`src/lpg_pkg.sv`:
```
// Shared types, constants and helper functions for the LED pattern generator.
package lpg_pkg;

  typedef enum logic [3:0] {
    MODE_BIN_UP   = 4'd0,
    MODE_BIN_DOWN = 4'd1,
    MODE_GRAY_UP  = 4'd2,
    MODE_GRAY_DN  = 4'd3,
    MODE_BCD_UP   = 4'd4,
    MODE_BCD_DOWN = 4'd5,
    MODE_BOUNCE   = 4'd6,
    MODE_ROTATE   = 4'd7,
    MODE_SHIFT    = 4'd8
  } mode_t;

  localparam logic [7:0] SEED_RESET = 8'd57;
  localparam logic [7:0] BCD_MAX    = 8'd99;
  localparam logic [7:0] ROT_INIT   = 8'h01;
  localparam logic [2:0] POS_TOP    = 3'd7;
  localparam logic [2:0] POS_BOTTOM = 3'd0;

  // Tens are found by a reciprocal multiply, which is exact for all 8-bit values.
  function automatic logic [7:0] bcd_of(input logic [7:0] v);
    logic [18:0] prod;
    logic [4:0]  tens;
    logic [7:0]  tens10;
    logic [7:0]  ones;
    prod   = {11'd0, v} * 19'd205;
    tens   = prod[15:11];
    tens10 = {tens, 3'b000} + {2'b00, tens, 1'b0};
    ones   = v - tens10;
    return {tens[3:0], ones[3:0]};
  endfunction

endpackage

```
`src/led_pattern_generator.sv`:
```
// LED pattern generator top level with state and result registers.
//
//  channel | ports                                        | direction
//  --------+----------------------------------------------+----------
//  in      | in_valid/in_ready, button start/end samples  | input
//  out     | out_valid/out_ready, led pattern, shown mode | output
//  cfg     | cfg_we, cfg_wdata (shift seed)               | input
//
// The pattern and next state of an item are computed in one pass from the mode and
// pattern registers; the pattern lands in the result register.
// A new item is taken every cycle while the result register is empty or drained.
// Synchronous active-low reset presets the mode, all pattern state and the seed.
// A stalled result holds, and the input is refused until it is taken.
module led_pattern_generator (
  input  logic       clk,
  input  logic       rst_n,
  input  logic       in_valid,
  output logic       in_ready,
  input  logic       in_next_start,
  input  logic       in_next_end,
  input  logic       in_back_start,
  input  logic       in_back_end,
  output logic       out_valid,
  input  logic       out_ready,
  output logic [7:0] out_led_pattern,
  output logic [3:0] out_shown_mode,
  input  logic       cfg_we,
  input  logic [7:0] cfg_wdata
);

  lpg_pkg::mode_t mode_r, mode_nxt, mode_step;
  logic [7:0] seed_r;
  logic [7:0] count_r, count_nxt;
  logic [2:0] pos_r, pos_nxt;
  logic       down_r, down_nxt;
  logic [7:0] rot_r, rot_nxt;
  logic [7:0] shift_r, shift_nxt;
  logic       out_valid_r;
  logic [7:0] out_led_r, led_nxt;
  logic [3:0] out_mode_r;
  logic       in_acc;
  logic       next_edge, back_edge;

  assign in_ready        = !out_valid_r || out_ready;
  assign in_acc          = in_valid && in_ready;
  assign out_valid       = out_valid_r;
  assign out_led_pattern = out_led_r;
  assign out_shown_mode  = out_mode_r;
  assign next_edge       = !in_next_start && in_next_end;
  assign back_edge       = !in_back_start && in_back_end;

  always_comb begin
    led_nxt   = 8'd0;
    count_nxt = count_r;
    pos_nxt   = pos_r;
    down_nxt  = down_r;
    rot_nxt   = rot_r;
    shift_nxt = shift_r;
    unique case (mode_r)
      lpg_pkg::MODE_BIN_UP: begin
        led_nxt   = count_r;
        count_nxt = count_r + 8'd1;
      end
      lpg_pkg::MODE_BIN_DOWN: begin
        led_nxt   = count_r;
        count_nxt = count_r - 8'd1;
      end
      lpg_pkg::MODE_GRAY_UP: begin
        led_nxt   = count_r ^ {1'b0, count_r[7:1]};
        count_nxt = count_r + 8'd1;
      end
      lpg_pkg::MODE_GRAY_DN: begin
        led_nxt   = count_r ^ {1'b0, count_r[7:1]};
        count_nxt = count_r - 8'd1;
      end
      lpg_pkg::MODE_BCD_UP: begin
        led_nxt   = lpg_pkg::bcd_of(count_r);
        count_nxt = (count_r + 8'd1 > lpg_pkg::BCD_MAX) ? 8'd0 : count_r + 8'd1;
      end
      lpg_pkg::MODE_BCD_DOWN: begin
        led_nxt   = lpg_pkg::bcd_of(count_r);
        count_nxt = (count_r == 8'd0) ? lpg_pkg::BCD_MAX : count_r - 8'd1;
      end
      lpg_pkg::MODE_BOUNCE: begin
        led_nxt = 8'd1 << pos_r;
        pos_nxt = down_r ? pos_r - 3'd1 : pos_r + 3'd1;
        if (pos_nxt == lpg_pkg::POS_TOP || pos_nxt == lpg_pkg::POS_BOTTOM) begin
          down_nxt = !down_r;
        end
      end
      lpg_pkg::MODE_ROTATE: begin
        led_nxt = rot_r;
        rot_nxt = (rot_r[6:0] == 7'd0) ? lpg_pkg::ROT_INIT : {rot_r[6:0], 1'b0};
      end
      lpg_pkg::MODE_SHIFT: begin
        shift_nxt = {shift_r[6:0], shift_r[5] ^ shift_r[4]};
        led_nxt   = shift_nxt;
      end
      default: begin
        led_nxt = 8'd0;
      end
    endcase

    mode_step = mode_r;
    if (next_edge) begin
      mode_step = (mode_r >= lpg_pkg::MODE_SHIFT) ? lpg_pkg::MODE_BIN_UP
                                                   : lpg_pkg::mode_t'(mode_r + 4'd1);
    end
    mode_nxt = mode_step;
    if (back_edge) begin
      mode_nxt = (mode_step == lpg_pkg::MODE_BIN_UP) ? lpg_pkg::MODE_SHIFT
                                                       : lpg_pkg::mode_t'(mode_step - 4'd1);
    end
    if (next_edge || back_edge) begin
      count_nxt = 8'd0;
      pos_nxt   = 3'd0;
      down_nxt  = 1'b0;
      rot_nxt   = lpg_pkg::ROT_INIT;
      shift_nxt = seed_r;
    end
  end

  always_ff @(posedge clk) begin
    if (!rst_n) begin
      seed_r      <= lpg_pkg::SEED_RESET;
      mode_r      <= lpg_pkg::MODE_BIN_UP;
      count_r     <= 8'd0;
      pos_r       <= 3'd0;
      down_r      <= 1'b0;
      rot_r       <= lpg_pkg::ROT_INIT;
      shift_r     <= lpg_pkg::SEED_RESET;
      out_valid_r <= 1'b0;
    end else begin
      if (cfg_we) begin
        seed_r <= cfg_wdata;
      end
      if (in_acc) begin
        mode_r  <= mode_nxt;
        count_r <= count_nxt;
        pos_r   <= pos_nxt;
        down_r  <= down_nxt;
        rot_r   <= rot_nxt;
        shift_r <= shift_nxt;
      end
      if (in_acc) begin
        out_valid_r <= 1'b1;
      end else if (out_ready) begin
        out_valid_r <= 1'b0;
      end
    end
  end

  always_ff @(posedge clk) begin
    if (in_acc) begin
      out_led_r  <= led_nxt;
      out_mode_r <= mode_r;
    end
  end

endmodule

```
`config.mk`:
```
export PLATFORM = sky130hd
export DESIGN_NAME = led_pattern_generator
export DESIGN_NICKNAME = d
export VERILOG_FILES = /design/src/lpg_pkg.sv /design/src/led_pattern_generator.sv
export SDC_FILE = /design/constraint.sdc
export NUM_CORES = 1
export LEC_CHECK = 0
export BUFFER_PORTS_ARGS = -buffer_cell sky130_fd_sc_hd__buf_2
export CAP_MARGIN = 20
export CORE_AREA = 5 5 88 90
export DETAILED_ROUTE_END_ITERATION = 10
export DIE_AREA = 0 0 93 95
export GPL_ROUTABILITY_DRIVEN = 0
export PLACE_DENSITY = 0.91
export SLEW_MARGIN = 15
export SYNTH_ARGS = -nofsm -noshare
export SYNTH_HDL_FRONTEND = slang
export SYNTH_SLANG_ARGS = --single-unit
```
`constraint.sdc`:
```
create_clock -name clk -period 12.82 [get_ports clk]
set_clock_uncertainty 0.1 [all_clocks]
set_input_delay 2.564 -clock clk [delete_from_list [all_inputs] [get_ports clk]]
set_output_delay 2.564 -clock clk [all_outputs]
set_load 0.01 [all_outputs]
```
======== After elaboration in Yosys (flattened, before gate mapping) ========
Cells that the tools add are included.
storage, ports and cells
  bits of input ports ..................... 17
  output and inout port bits .............. 14
  memories ................................ 0
  latch bits .............................. 0
  logic and storage cells ................. 86
  register bits ........................... 51
  RAM bits ................................ 0
  ROM bits ................................ 0
cells by class
  multipliers ............................. 1
  shift operators ......................... 1
  div/mod/pow operators ................... 0
  bitwise gates (word level) .............. 2
  add/subtract/negate cells ............... 8
  muxes and demuxes ....................... 22
  eq/ne operators ......................... 9
  magnitude comparators ................... 2
  reductions and logical operators ........ 31
operators with widths
  kind                  count
  $mux 8                6
  $pmux 8 s6            1
  $pmux 8 s4            1
  $eq 4x3->1 const B    4
  $mux 4                4
  $mul 8x8->15 const B  1
  $mux 7                2
  $reduce_bool 2->1     5
  $reduce_or 2->1       5
  $mux 3                3
  $add 8x1->8 const B   1
  $eq 4x2->1 const B    2
  $gt 8x7->1 const B    1
  $logic_not 4->1       2
  $logic_not 8->1       1
  $reduce_and 2->1      4
  $shl 1x3->8 const A   1
  $sub 8x1->8 const B   1
  $xor 8x7->8           1
  $logic_not 7->1       1
  $mux 1                5
  $reduce_bool 5->1     1
  $add 4x1->4 const B   1
  $add 4x4->4           1
  14 further kinds      21

======== Depth between registers and ports, before layout ========
Gate-level depths: netlist of run 1.
  depth after elaboration ................. 7
  gate-level depth with buffers ........... 21
  mapped depth without buffers ............ 20

======== Worst setup path after synthesis of run 1 ========
OpenSTA, ideal clock, no wires.
  kind .................................... input to output
  start point ............................. input out_ready
  end point ............................... output in_ready
  arrival time ............................ 2.703 ns
  buffers on the path ..................... 0
  path slack .............................. 7.453 ns
  stages .................................. 1
  cells stage by stage .................... nand2b_4
between the ends
  word-level cells in the longest chain between the ends .. 1
RTL lines
  element             RTL line                     source
  start: declaration  led_pattern_generator.sv:24  input logic out_ready,
  $logic_or 1x1->1    led_pattern_generator.sv:44  assign in_ready = !out_valid_r || out_ready;
  end: declaration    led_pattern_generator.sv:18  output logic in_ready,
No other way between the ends.

======== Worst setup path after layout of run 1 ========
Same ends and word-level chain as after synthesis.

==> impl_summary.log, run 1 <==
INFO  metric drc = 0
INFO  metric clock_sink_total = 51
INFO  metric h-tree-depth = 2
INFO  metric synth_top_flop_cell = dfxtp_1
INFO  metric crit_type = input pin to output pin
INFO  metric dpl_worst_slack = 7.22 ns
INFO  metric worst_path_largest_cell_delay = 0.14 ns
INFO  metric dp.final_hpwl = 7570 um
INFO  metric portBuffers = 29
INFO  metric synthesis.yosys.warnings = 0
INFO  metric antenna_found_initial = 0
INFO  metric switching_share = 33.6%
INFO  metric whs_path_depth = 2
INFO  metric yosysMostFrequentCell = ha_1
INFO  metric power.clock.fraction = 26.2%
INFO  metric pin_count = 31
INFO  metric avg_inst_size_synth = 8.95 um2
INFO  metric cts.repair.resized = 0
INFO  metric p_switching = 128 uW
INFO  metric asyncSetResetFlopFracSynth = 0%
INFO  metric netlist.top_cell.by_area = dfxtp_1
INFO  metric syn_inst = 486
INFO  metric synth_top_area_share = 17.9%
INFO  metric power.share.combinational = 26.0%
INFO  metric wl_met1 = 4200 um
INFO  metric timing.critical_path.slowest_stage_cell = nand2b_4
INFO  metric worst-endpoint-required = 10.16 ns
INFO  metric synth_seq_area_share = 26.2%
INFO  metric power.share.sequential = 47.8%
INFO  metric setup_slack = 7.22 ns
INFO  metric cp.buffers_inverters = 2
INFO  metric nets = 591
INFO  metric final.min_clock_period = 5.60 ns
INFO  metric cpMostUsedCell = buf_2
INFO  metric synth.area.top_cells = dfxtp_1 18%, ha_1 17%, edfxtp_1 8.3%, fa_1 5.1%, nand2_1 3.5%
INFO  metric clk_latency = 0.32 ns
INFO  metric maxCapViolCount = 0
INFO  metric die_area = 0.00884 mm2
INFO  metric finalSetupViolations = 0
INFO  metric synth.lib_cells_used.distinct = 69
INFO  metric antennaDiodeCount = 0
INFO  metric wl_met3 = 650 um
INFO  metric highest_layer = met4
INFO  metric rows = 31
INFO  metric ff2ff_setup_slack = 7.29 ns
INFO  metric finalHoldViolations = 0
INFO  metric layout.core_utilization = 65.8%
INFO  metric status = finished, final reports clean
INFO  metric critical_path.cell_chain = buf_2 > nand2b_4 > buf_2
INFO  metric regToRegStartpoint = count_r[0]$_SDFFE_PN0P_
INFO  metric route.antenna.remaining_nets = 0
INFO  metric cell_at_the_root_of_the_clock_tree = clkbuf_8
INFO  metric p_leak = 0.00213 uW
INFO  metric internal = 253 uW
INFO  metric worst-endpoint-arrival = 2.93 ns
INFO  metric grt.total_usage = 23.7%
INFO  metric ys_seq_elements = 51
INFO  metric initial_core_util = 62.3%
INFO  metric post-cts-setup-buffer-count = 0
INFO  metric routedWlPerCell = 16.9 um
INFO  metric setup.worst_path.end_class = output pin
INFO  metric ir_worst_vdd = 0.0000677 V
INFO  metric crit_path_start_kind = input pin
INFO  metric grt_pass1_wl = 17,000 um
INFO  metric dr.pass1.iters = 5
INFO  metric max_slew.worst_pin.slew = 0.904 ns
INFO  metric drive_above_1_share = 10.1%
INFO  metric regToRegEndpoint = out_led_pattern[3]$_DFFE_PP_
INFO  metric min_period_over_period = 43.7%
INFO  metric max_slew_margin = 39.2%
INFO  metric grt_max_degree = 39
INFO  metric route.vias.total = 3,683
INFO  metric clkSlewWorstSetupHoldPaths = 0.10 ns
INFO  metric tritoncts.num_buffers = 5
INFO  metric total_power_density_per_cell_area = 83.0 mW/mm2
INFO  metric cts_tree = yes
INFO  metric final_max_slew_viol_count = 0
INFO  metric grt_pass1_vias = 3,711
INFO  metric hold_class = flip-flop to flip-flop
INFO  metric holdBufCountCts = 0
INFO  metric detail_route.wirelength = 9900 um
INFO  metric route.detailed.vias_per_inst = 6.28
INFO  metric synthesized_nets = 574
INFO  metric worst_hold_startpoint = seed_r[5]$_SDFFE_PN1P_
INFO  metric drt_first_iter_violations = 287
INFO  metric grt_setup_unrepaired = no
INFO  metric worst-path-max-fanout = 4
INFO  metric ff2ff_path_depth = 20
INFO  metric fin_hold_ws = 0.388 ns
INFO  metric tns = 0 ns
INFO  metric area_delta_synth_final = 5.52%
INFO  metric wl_met2 = 4770 um
INFO  metric die_width = 93 um
INFO  metric synth.top_cells.by_count = 60 x ha_1, 41 x nand2_1, 40 x inv_1
INFO  metric clock.fmax = 179 MHz
INFO  metric min_delay_worst_endpoint = seed_r[5]$_SDFFE_PN1P_
INFO  metric design.core.area = 0.00698 mm2
INFO  metric chipHeight = 95 um
INFO  metric synthesis.area = 0.00435 mm2
INFO  metric globalRoute.totalOverflow = 0
INFO  metric worst_case_clock_buffer_depth = 2
INFO  metric number_of_enable_type_register_cells_in_the_synthesized_netlist = 12
INFO  metric cp_top_family = buffers and inverters
INFO  metric power = 381 uW
cell usage in the layout (no fill, tap or decap), types with 3 or more instances in the layout:
cell,synthesis,routed
a32oi_1,4,4
xnor2_1,16,16
a21oi_1,25,25
nand2_1,41,41
clkbuf_8,0,5
a21o_1,4,4
a22oi_1,17,17
o21a_1,6,6
buf_2,6,29
a21boi_0,8,8
nand2b_1,5,5
mux2i_1,10,10
fa_1,11,11
dfxtp_1,39,39
nor2b_1,19,19
o21ai_1,7,7
o21ai_0,17,17
nor3_1,8,8
a221oi_1,4,4
ha_1,60,60
o2111ai_1,3,3
edfxtp_1,12,12
xor2_1,4,4
inv_1,40,40
nor2_1,29,29
nand4_1,5,5
o311ai_0,5,5
and3_1,6,6
and2_1,5,5
nand3_1,12,12
state kept, by name, indices dropped and copies added (netlist names):
register         cells
rot_r                8
out_valid            1
out_shown_mode       4
mode_r               4
pos_r                3
down_r               1
shift_r              7
out_led_pattern      8
seed_r               7
count_r              8
metrics by stage:
stage | std cells | instance area, um2
5_1_grt | 586 | 4590
4_1_cts | 586 | 4590
3_5_place_dp | 578 | 4500
6_report | 586 | 4590
2_1_floorplan | 486 | 4350
3_3_place_gp | 578 | 4500
tightest hold or removal path: cells and delay by family, from the launching register on:
family | cells | cell delay (ns)
mux | 1 | 0.07
flops | 1 | 0.34
simple gates | 1 | 0.06
area by class of cell:
| type | instances | area (um2) |
|---|---|---|
| Clock buffer | 5 | 68.8 |
| Fill cell | 561 | 2390 |
| Timing Repair Buffer | 29 | 145 |
| Sequential cell | 51 | 1140 |
| Multi-Input combinational cell | 375 | 2950 |
| Tap cell | 82 | 103 |
| Inverter | 41 | 154 |
| Clock inverter | 3 | 26.3 |
worst max path at each step:
stage,depth (start not counted),slack [ns],start,endpoint
floorplan,1,7.45,out_ready,in_ready
global placement,3,7.23,out_ready,in_ready
detailed placement,3,7.22,out_ready,in_ready
CTS,3,7.22,out_ready,in_ready
global route,20,6.91,count_r[0]$_SDFFE_PN0P_,out_led_pattern[3]$_DFFE_PP_
finish,3,7.22,out_ready,in_ready
layer usage:
layer / vias to the layer above / global-route usage, %
met2: 165 / 39.4
li1: 1777 / -
met4: 0 / 9.52
met5: - / 0
met1: 1710 / 30.4
met3: 31 / 4.22
cells by family after synthesis:
logic type,after synthesis,share of synthesized area [%]
xor gates and xnor gates,21,4.54
and+or+nand+nor,142,16.5
adders and majority gates,71,22.3
DFF,51,26.2
AOI/OAI and AO/OA,131,22.3
muxes,10,2.30
buffers and inverters,60,5.90
power groups by stage:
stage | combinational [uW] | sequential (uW) | clock [uW]
2_1_floorplan | 74.8 | 183 | 0
4_1_cts | 98.0 | 182 | 100
6_report | 98.9 | 182 | 99.8
3_3_place_gp | 92.7 | 185 | 0
3_5_place_dp | 96.6 | 185 | 0
5_1_grt | 111 | 183 | 107
(Power assumes the default switching activity.)
==> run 2, diff against run 1 <==
- CORE_AREA: 5 5 88 90 -> 5 5 90 92
- DIE_AREA: 0 0 93 95 -> 0 0 95 97
- PLACE_DENSITY: 0.91 -> 0.87
- clock period: 12.82 -> 5.5 ns (I/O delays scaled with it)
==> run 2 against run 1 <==
- count of clock-buffer cells in the layout did not move
- non-clock buffer count up 9
- register-to-register slack lost 6.8 ns
- critical path depth grew 17
- largest power group unchanged
- sequential share of layout area is 0.50 points lower
- worst hold slack better by 0.0070 ns
==> impl_summary.log, run 2 (synthesis results as in run 1) <==
INFO  metric grt_max_degree = 39 (unchanged)
INFO  metric antenna_found_initial = 0 (unchanged)
INFO  metric regToRegEndpoint = out_led_pattern[3]$_DFFE_PP_ (unchanged)
INFO  metric initial_core_util = 61.0% (was 62.3%)
INFO  metric dpl_worst_slack = 0.478 ns (was 7.22 ns)
INFO  metric clock.fmax = 200 MHz
INFO  metric max_slew.worst_pin.slew = 0.896 ns (was 0.904 ns)
INFO  metric layout.filler_cells = 578 (was 561)
INFO  metric power = 893 uW (was 381 uW)
INFO  metric route.vias.total = 3,741 (was 3,683)
INFO  metric worst-endpoint-required = 5.44 ns (was 10.16 ns)
INFO  metric min_period_over_period = 91.1%
INFO  metric cts.repair.resized = 0 (unchanged)
INFO  metric met2_usage = 36.1% (was 39.4%)
INFO  metric grt_pass1_vias = 3,663 (was 3,711)
INFO  metric dp.cells = 604 (was 578)
INFO  metric worst_case_clock_buffer_depth = 2 (unchanged)
INFO  metric critical_path.cell_chain = inv_1 > ha_1 > ha_1 > inv_1 > fa_1 > fa_1 > inv_1 > ha_1 > nand4_1 > o21bai_1 > o2111ai_1 > a21boi_1 > o21a_1 > nor2_1 > ha_1 > xnor2_1 > xnor2_1 > and3_1 > a211oi_1 > o31ai_2 (was buf_2 > nand2b_4 > buf_2)
INFO  metric hold_class = flip-flop to flip-flop (unchanged)
INFO  metric pin_count = 31 (unchanged)
INFO  metric routedWlPerCell = 16.3 um (was 16.9 um)
INFO  metric die_area = 0.00922 mm2 (was 0.00884 mm2)
INFO  metric rows = 31 (unchanged)
INFO  metric setup_slack = 0.489 ns (was 7.22 ns)
INFO  metric tritoncts.num_buffers = 5 (unchanged)
INFO  metric ir_worst_vdd = 0.000163 V (was 0.0000677 V)
INFO  metric final_max_slew_viol_count = 0 (unchanged)
INFO  metric regToRegStartpoint = count_r[4]$_SDFFE_PN0P_ (was count_r[0]$_SDFFE_PN0P_)
INFO  metric finalHoldViolations = 0 (unchanged)
INFO  metric clock_sink_total = 51 (unchanged)
INFO  metric finalSetupViolations = 0 (unchanged)
INFO  metric clkSlewWorstSetupHoldPaths = 0.10 ns (about the same)
INFO  metric crit_type = flip-flop to flip-flop (was input pin to output pin)
INFO  metric route.antenna.remaining_nets = 0 (unchanged)
INFO  metric detail_route.wirelength = 10000 um (was 9900 um)
INFO  metric cpMostUsedCell = ha_1 (was buf_2)
INFO  metric h-tree-depth = 2 (unchanged)
INFO  metric gr-max-usage-layer = met2 (unchanged)
INFO  metric setup.worst_path.end_class = flip-flop (was output pin)
INFO  metric cts_tree = yes (unchanged)
INFO  metric cp.buffers_inverters = 3 (was 2)
INFO  metric design.core.area = 0.00714 mm2 (was 0.00698 mm2)
INFO  metric maxCapViolCount = 0 (unchanged)
INFO  metric route.detailed.vias_per_inst = 6.11 (was 6.28)
INFO  metric cp_top_family = adder cells (was buffers and inverters)
INFO  metric gr_layer_usage_met3 = 3.88% (was 4.22%)
INFO  metric drt_first_iter_violations = 280 (was 287)
INFO  metric grt.total_usage = 22.5% (was 23.7%)
INFO  metric min_delay_worst_endpoint = seed_r[0]$_SDFFE_PN1P_ (was seed_r[5]$_SDFFE_PN1P_)
INFO  metric ff2ff_path_depth = 20 (unchanged)
INFO  metric grt_setup_unrepaired = no (unchanged)
INFO  metric max_slew_margin = 39.8% (was 39.2%)
INFO  metric place_area = 0.00458 mm2 (was 0.00450 mm2)
INFO  metric dp.final_hpwl = 7730 um (was 7570 um)
INFO  metric clk_latency = 0.32 ns (about the same)
INFO  metric nets = 600 (was 591)
INFO  metric drc = 0 (unchanged)
INFO  metric whs_path_depth = 2 (unchanged)
INFO  metric total_power_density_per_cell_area = 191 mW/mm2 (was 83.0 mW/mm2)
INFO  metric cell_at_the_root_of_the_clock_tree = clkbuf_8 (unchanged)
INFO  metric chipHeight = 97 um (was 95 um)
INFO  metric dr.pass1.iters = 5 (unchanged)
INFO  metric globalRoute.totalOverflow = 0 (unchanged)
INFO  metric design_area = 0.00468 mm2 (was 0.00459 mm2)
INFO  metric crit_path_start_kind = flip-flop (was input pin)
INFO  metric timing.critical_path.slowest_stage_cell = fa_1 (was nand2b_4)
INFO  metric mostFrequentLayoutCells = 60 x ha_1, 41 x nand2_1, 40 x inv_1 (unchanged)
INFO  metric holdBufCountCts = 0 (unchanged)
INFO  metric drive_above_1_share = 11.9% (was 10.1%)
INFO  metric antennaDiodeCount = 0 (unchanged)
INFO  metric layout.cells.non_filler = 612 (was 586)
INFO  metric tns = 0 ns (unchanged)
INFO  metric ff2ff_setup_slack = 0.49 ns (was 7.29 ns)
INFO  metric p_leak = 0.00218 uW (was 0.00213 uW)
INFO  metric worst_path_largest_cell_delay = 0.54 ns (was 0.14 ns)
INFO  metric final_common_cell = ha_1 (unchanged)
INFO  metric worst_hold_startpoint = seed_r[0]$_SDFFE_PN1P_ (was seed_r[5]$_SDFFE_PN1P_)
INFO  metric grt_pass1_wl = 17,000 um (about the same)
INFO  metric worst-path-max-fanout = 4 (unchanged)
INFO  metric post-cts-setup-buffer-count = 0 (unchanged)
INFO  metric portBuffers = 29 (unchanged)
INFO  metric final.min_clock_period = 5.01 ns
INFO  metric die_width = 95 um (was 93 um)
INFO  metric area_delta_synth_final = 7.68% (was 5.52%)
INFO  metric worst-endpoint-arrival = 4.95 ns (was 2.93 ns)
INFO  metric grt_use_met1 = 29.9% (was 30.4%)
INFO  metric status = finished, final reports clean (unchanged)
run 2: how the worst max path moves through the flow:
stage	endpoint	start	cells after the start	slack (ns)
floorplan	out_led_pattern[3]$_DFFE_PP_	count_r[0]$_SDFFE_PN0P_	21	0.71
global placement	out_led_pattern[3]$_DFFE_PP_	count_r[1]$_SDFFE_PN0P_	20	0.55
detailed placement	out_led_pattern[3]$_DFFE_PP_	count_r[1]$_SDFFE_PN0P_	20	0.48
CTS	out_led_pattern[3]$_DFFE_PP_	count_r[1]$_SDFFE_PN0P_	20	0.43
global route	out_led_pattern[3]$_DFFE_PP_	count_r[4]$_SDFFE_PN0P_	20	0.08
finish	out_led_pattern[3]$_DFFE_PP_	count_r[4]$_SDFFE_PN0P_	20	0.49
run 2: worst min-delay path: stages, from the launching register on:
cell and delay [ns]:
dfxtp_1 0.34, mux2i_1 0.07, nand2_1 0.06
run 2: power by group:
group / switching [uW] / internal (uW) / leakage (uW) / total [uW]
clock network: 138 / 94.0 / 0.0000506 / 232
logic: 148 / 97.0 / 0.00169 / 245
registers: 13.3 / 403 / 0.000439 / 416
total: 299 / 594 / 0.00218 / 893
run 2: layout make-up:
type / instances / area [um2] / area share, %
Multi-Input combinational cell: 375 / 2960 / 63.1
Sequential cell: 51 / 1140 / 24.4
Timing Repair Buffer: 38 / 213 / 4.54
Inverter: 41 / 154 / 3.29
Tap cell: 99 / 124 / 2.64
Clock buffer: 5 / 68.8 / 1.47
Clock inverter: 3 / 26.3 / 0.561
run 2: through the flow:
step                      util (%)  hold WS [ns]
after CTS                     65.6         0.403
final                         65.6         0.395
after global placement        64.2         0.357
after floorplan                  -         0.309
after global routing          65.6         0.431
after detailed placement      64.2         0.378
run 2: routing by layer:
layer  routed length [um]  vias to the layer above
met4                  299                        0
li1                     -                     1798
met2                 4710                      200
met3                  826                       38
met5                    0                        -
met1                 4160                     1705
==> run 3, diff against run 2 <==
- REMOVE_ABC_BUFFERS: unset -> 1
==> run 3 against run 2 <==
- sequential share of layout area about the same
- flip-flop and latch count unchanged
- fmax decreased by 0.15%
- critical endpoint unchanged
- largest cell class unchanged
- die area unchanged
- final cell count unchanged
- cell area decreased by 0.11%
- power increased by 0.41%
- largest power group unchanged
==> impl_summary.log, run 3 (synthesis results as in run 1) <==
INFO  metric dpl_worst_slack = 0.494 ns (was 0.478 ns)
INFO  metric antennaDiodeCount = 0 (unchanged)
INFO  metric die_area = 0.00922 mm2 (unchanged)
INFO  metric power.clock.fraction = 26.2% (was 26.0%)
INFO  metric final.min_clock_period = 5.02 ns (was 5.01 ns)
INFO  metric setup_slack = 0.481 ns (was 0.489 ns)
INFO  metric post-cts-setup-buffer-count = 0 (unchanged)
INFO  metric hold_class = flip-flop to flip-flop (unchanged)
INFO  metric mostFrequentLayoutCells = 60 x ha_1, 41 x nand2_1, 40 x inv_1 (unchanged)
INFO  metric chipHeight = 97 um (unchanged)
INFO  metric holdBufCountCts = 0 (unchanged)
INFO  metric clkSlewWorstSetupHoldPaths = 0.10 ns (about the same)
INFO  metric grt_setup_unrepaired = no (unchanged)
INFO  metric p_leak = 0.00218 uW (about the same)
INFO  metric design.core.area = 0.00714 mm2 (unchanged)
INFO  metric clock.fmax = 199 MHz (was 200 MHz)
INFO  metric max_slew.worst_pin.slew = 0.858 ns (was 0.896 ns)
INFO  metric power.share.sequential = 46.5% (was 46.6%)
INFO  metric ff2ff_setup_slack = 0.48 ns (was 0.49 ns)
INFO  metric area_delta_synth_final = 7.56% (was 7.68%)
INFO  metric drive_above_1_share = 11.7% (was 11.9%)
INFO  metric internal = 594 uW (about the same)
INFO  metric portBuffers = 29 (unchanged)
INFO  metric status = finished, final reports clean (unchanged)
INFO  metric worst_hold_startpoint = seed_r[5]$_SDFFE_PN1P_ (was seed_r[0]$_SDFFE_PN1P_)
INFO  metric pin_count = 31 (unchanged)
INFO  metric tritoncts.num_buffers = 5 (unchanged)
INFO  metric ir_worst_vdd = 0.000182 V (was 0.000163 V)
INFO  metric switching_share = 33.8% (was 33.5%)
INFO  metric critPathLaunch = count_r[1]$_SDFFE_PN0P_ (was count_r[4]$_SDFFE_PN0P_)
INFO  metric h-tree-depth = 2 (unchanged)
INFO  metric routedWlPerCell = 16.6 um (was 16.3 um)
INFO  metric grt_pass1_wl = 16,700 um (was 17,000 um)
INFO  metric finalHoldViolations = 0 (unchanged)
INFO  metric detail_route.wirelength = 10,100 um (was 10000 um)
INFO  metric power.share.combinational = 27.3% (was 27.4%)
INFO  metric worst-path-max-fanout = 5 (was 4)
INFO  metric dp.final_hpwl = 7580 um (was 7730 um)
INFO  metric initial_core_util = 61.0% (unchanged)
INFO  metric regToRegStartpoint = count_r[1]$_SDFFE_PN0P_ (was count_r[4]$_SDFFE_PN0P_)
INFO  metric final_common_cell = ha_1 (unchanged)
INFO  metric drt_first_iter_violations = 375 (was 280)
INFO  metric dr.pass1.iters = 5 (unchanged)
INFO  metric layout.filler_cells = 578 (unchanged)
INFO  metric final_max_slew_viol_count = 0 (unchanged)
INFO  metric cts.repair.resized = 0 (unchanged)
INFO  metric route.detailed.vias_per_inst = 6.12 (was 6.11)
INFO  metric clock_sink_total = 51 (unchanged)
INFO  metric globalRoute.totalOverflow = 0 (unchanged)
INFO  metric multi_input_area = 0.00295 mm2 (was 0.00296 mm2)
INFO  metric cts_tree = yes (unchanged)
INFO  metric drc = 0 (unchanged)
INFO  metric route.antenna.remaining_nets = 0 (unchanged)
INFO  metric maxCapViolCount = 0 (unchanged)
INFO  metric total_power_density_per_cell_area = 192 mW/mm2 (was 191 mW/mm2)
INFO  metric area.sequential = 0.00114 mm2 (unchanged)
INFO  metric grt_max_degree = 39 (unchanged)
INFO  metric max_slew_margin = 42.4% (was 39.8%)
INFO  metric die_width = 95 um (unchanged)
INFO  metric min_period_over_period = 91.2% (was 91.1%)
INFO  metric worst_case_clock_buffer_depth = 2 (unchanged)
INFO  metric crit_type = flip-flop to flip-flop (unchanged)
INFO  metric p_switching = 303 uW (was 299 uW)
INFO  metric setup.worst_path.end_class = flip-flop (unchanged)
INFO  metric tns = 0 ns (unchanged)
INFO  metric grt_pass1_vias = 3,570 (was 3,663)
INFO  metric antenna_found_initial = 0 (unchanged)
INFO  metric rows = 31 (unchanged)
INFO  metric clk_latency = 0.32 ns (about the same)
INFO  metric cell_at_the_root_of_the_clock_tree = clkbuf_8 (unchanged)
INFO  metric route.vias.total = 3,743 (was 3,741)
INFO  metric grt.total_usage = 22.3% (was 22.5%)
INFO  metric finalSetupViolations = 0 (unchanged)
INFO  metric nets = 600 (unchanged)
INFO  metric crit_path_start_kind = flip-flop (unchanged)
INFO  metric worst-endpoint-required = 5.45 ns (was 5.44 ns)
INFO  metric worst-endpoint-arrival = 4.97 ns (was 4.95 ns)
-- run 3: power by group through the flow --
stage	clock network, uW	registers, uW	logic, uW
2_1_floorplan	0	430	164
3_3_place_gp	0	424	231
3_5_place_dp	0	424	240
4_1_cts	236	416	243
5_1_grt	251	418	275
6_report	235	417	245
-- run 3: path summary, 6_finish.rpt --
check | cells past startpoint | endpoint
max | 20 | out_led_pattern[3]$_DFFE_PP_
min | 2 | seed_r[5]$_SDFFE_PN1P_
max reg2reg | 20 | out_led_pattern[3]$_DFFE_PP_
min reg2reg | 2 | seed_r[5]$_SDFFE_PN1P_
-- run 3: cell type report --
class	instances	share of cell area, %
clock inverters	3	0.561
flip-flops and latches	51	24.4
repair buffers	38	4.55
clock buffers	5	1.47
inverters	41	3.29
multi-input cells	375	63.1
well taps	99	2.65
-- run 3: layer usage --
| layer | part of all wire (%) | track usage (%) | vias up |
|---|---|---|---|
| met3 | 7.1 | 4.27 | 30 |
| li1 | - | - | 1798 |
| met1 | 42 | 30.7 | 1757 |
| met4 | 2.1 | 6.22 | 0 |
| met5 | 0 | 0 | - |
| met2 | 48 | 35.3 | 158 |
-- run 3: worst max-delay path, cell delays in order (launching register included) --
cell	delay, ns
dfxtp_1	0.34
inv_1	0.11
ha_1	0.41
xor2_1	0.20
ha_1	0.31
fa_1	0.51
inv_1	0.06
fa_1	0.53
inv_1	0.04
ha_1	0.22
a21o_1	0.16
a21oi_1	0.24
a21boi_0	0.17
nor3_1	0.22
nor2_1	0.08
ha_1	0.19
xnor2_1	0.13
xnor2_1	0.15
and3_1	0.21
a211oi_1	0.26
o31ai_2	0.10
-- run 3: metrics by stage --
| step | total power [uW] | cells | hold WS [ns] | area (um2) | util, % |
|---|---|---|---|---|---|
| 5_1_grt | 944 | 612 | 0.429 | 4680 | 65.6 |
| 3_5_place_dp | 665 | 604 | 0.362 | 4580 | 64.2 |
| 6_report | 897 | 612 | 0.388 | 4680 | 65.6 |
| 3_3_place_gp | 655 | 604 | 0.361 | 4580 | 64.2 |
| 2_1_floorplan | 594 | 467 | 0.341 | 4250 | - |
| 4_1_cts | 894 | 612 | 0.389 | 4680 | 65.6 |
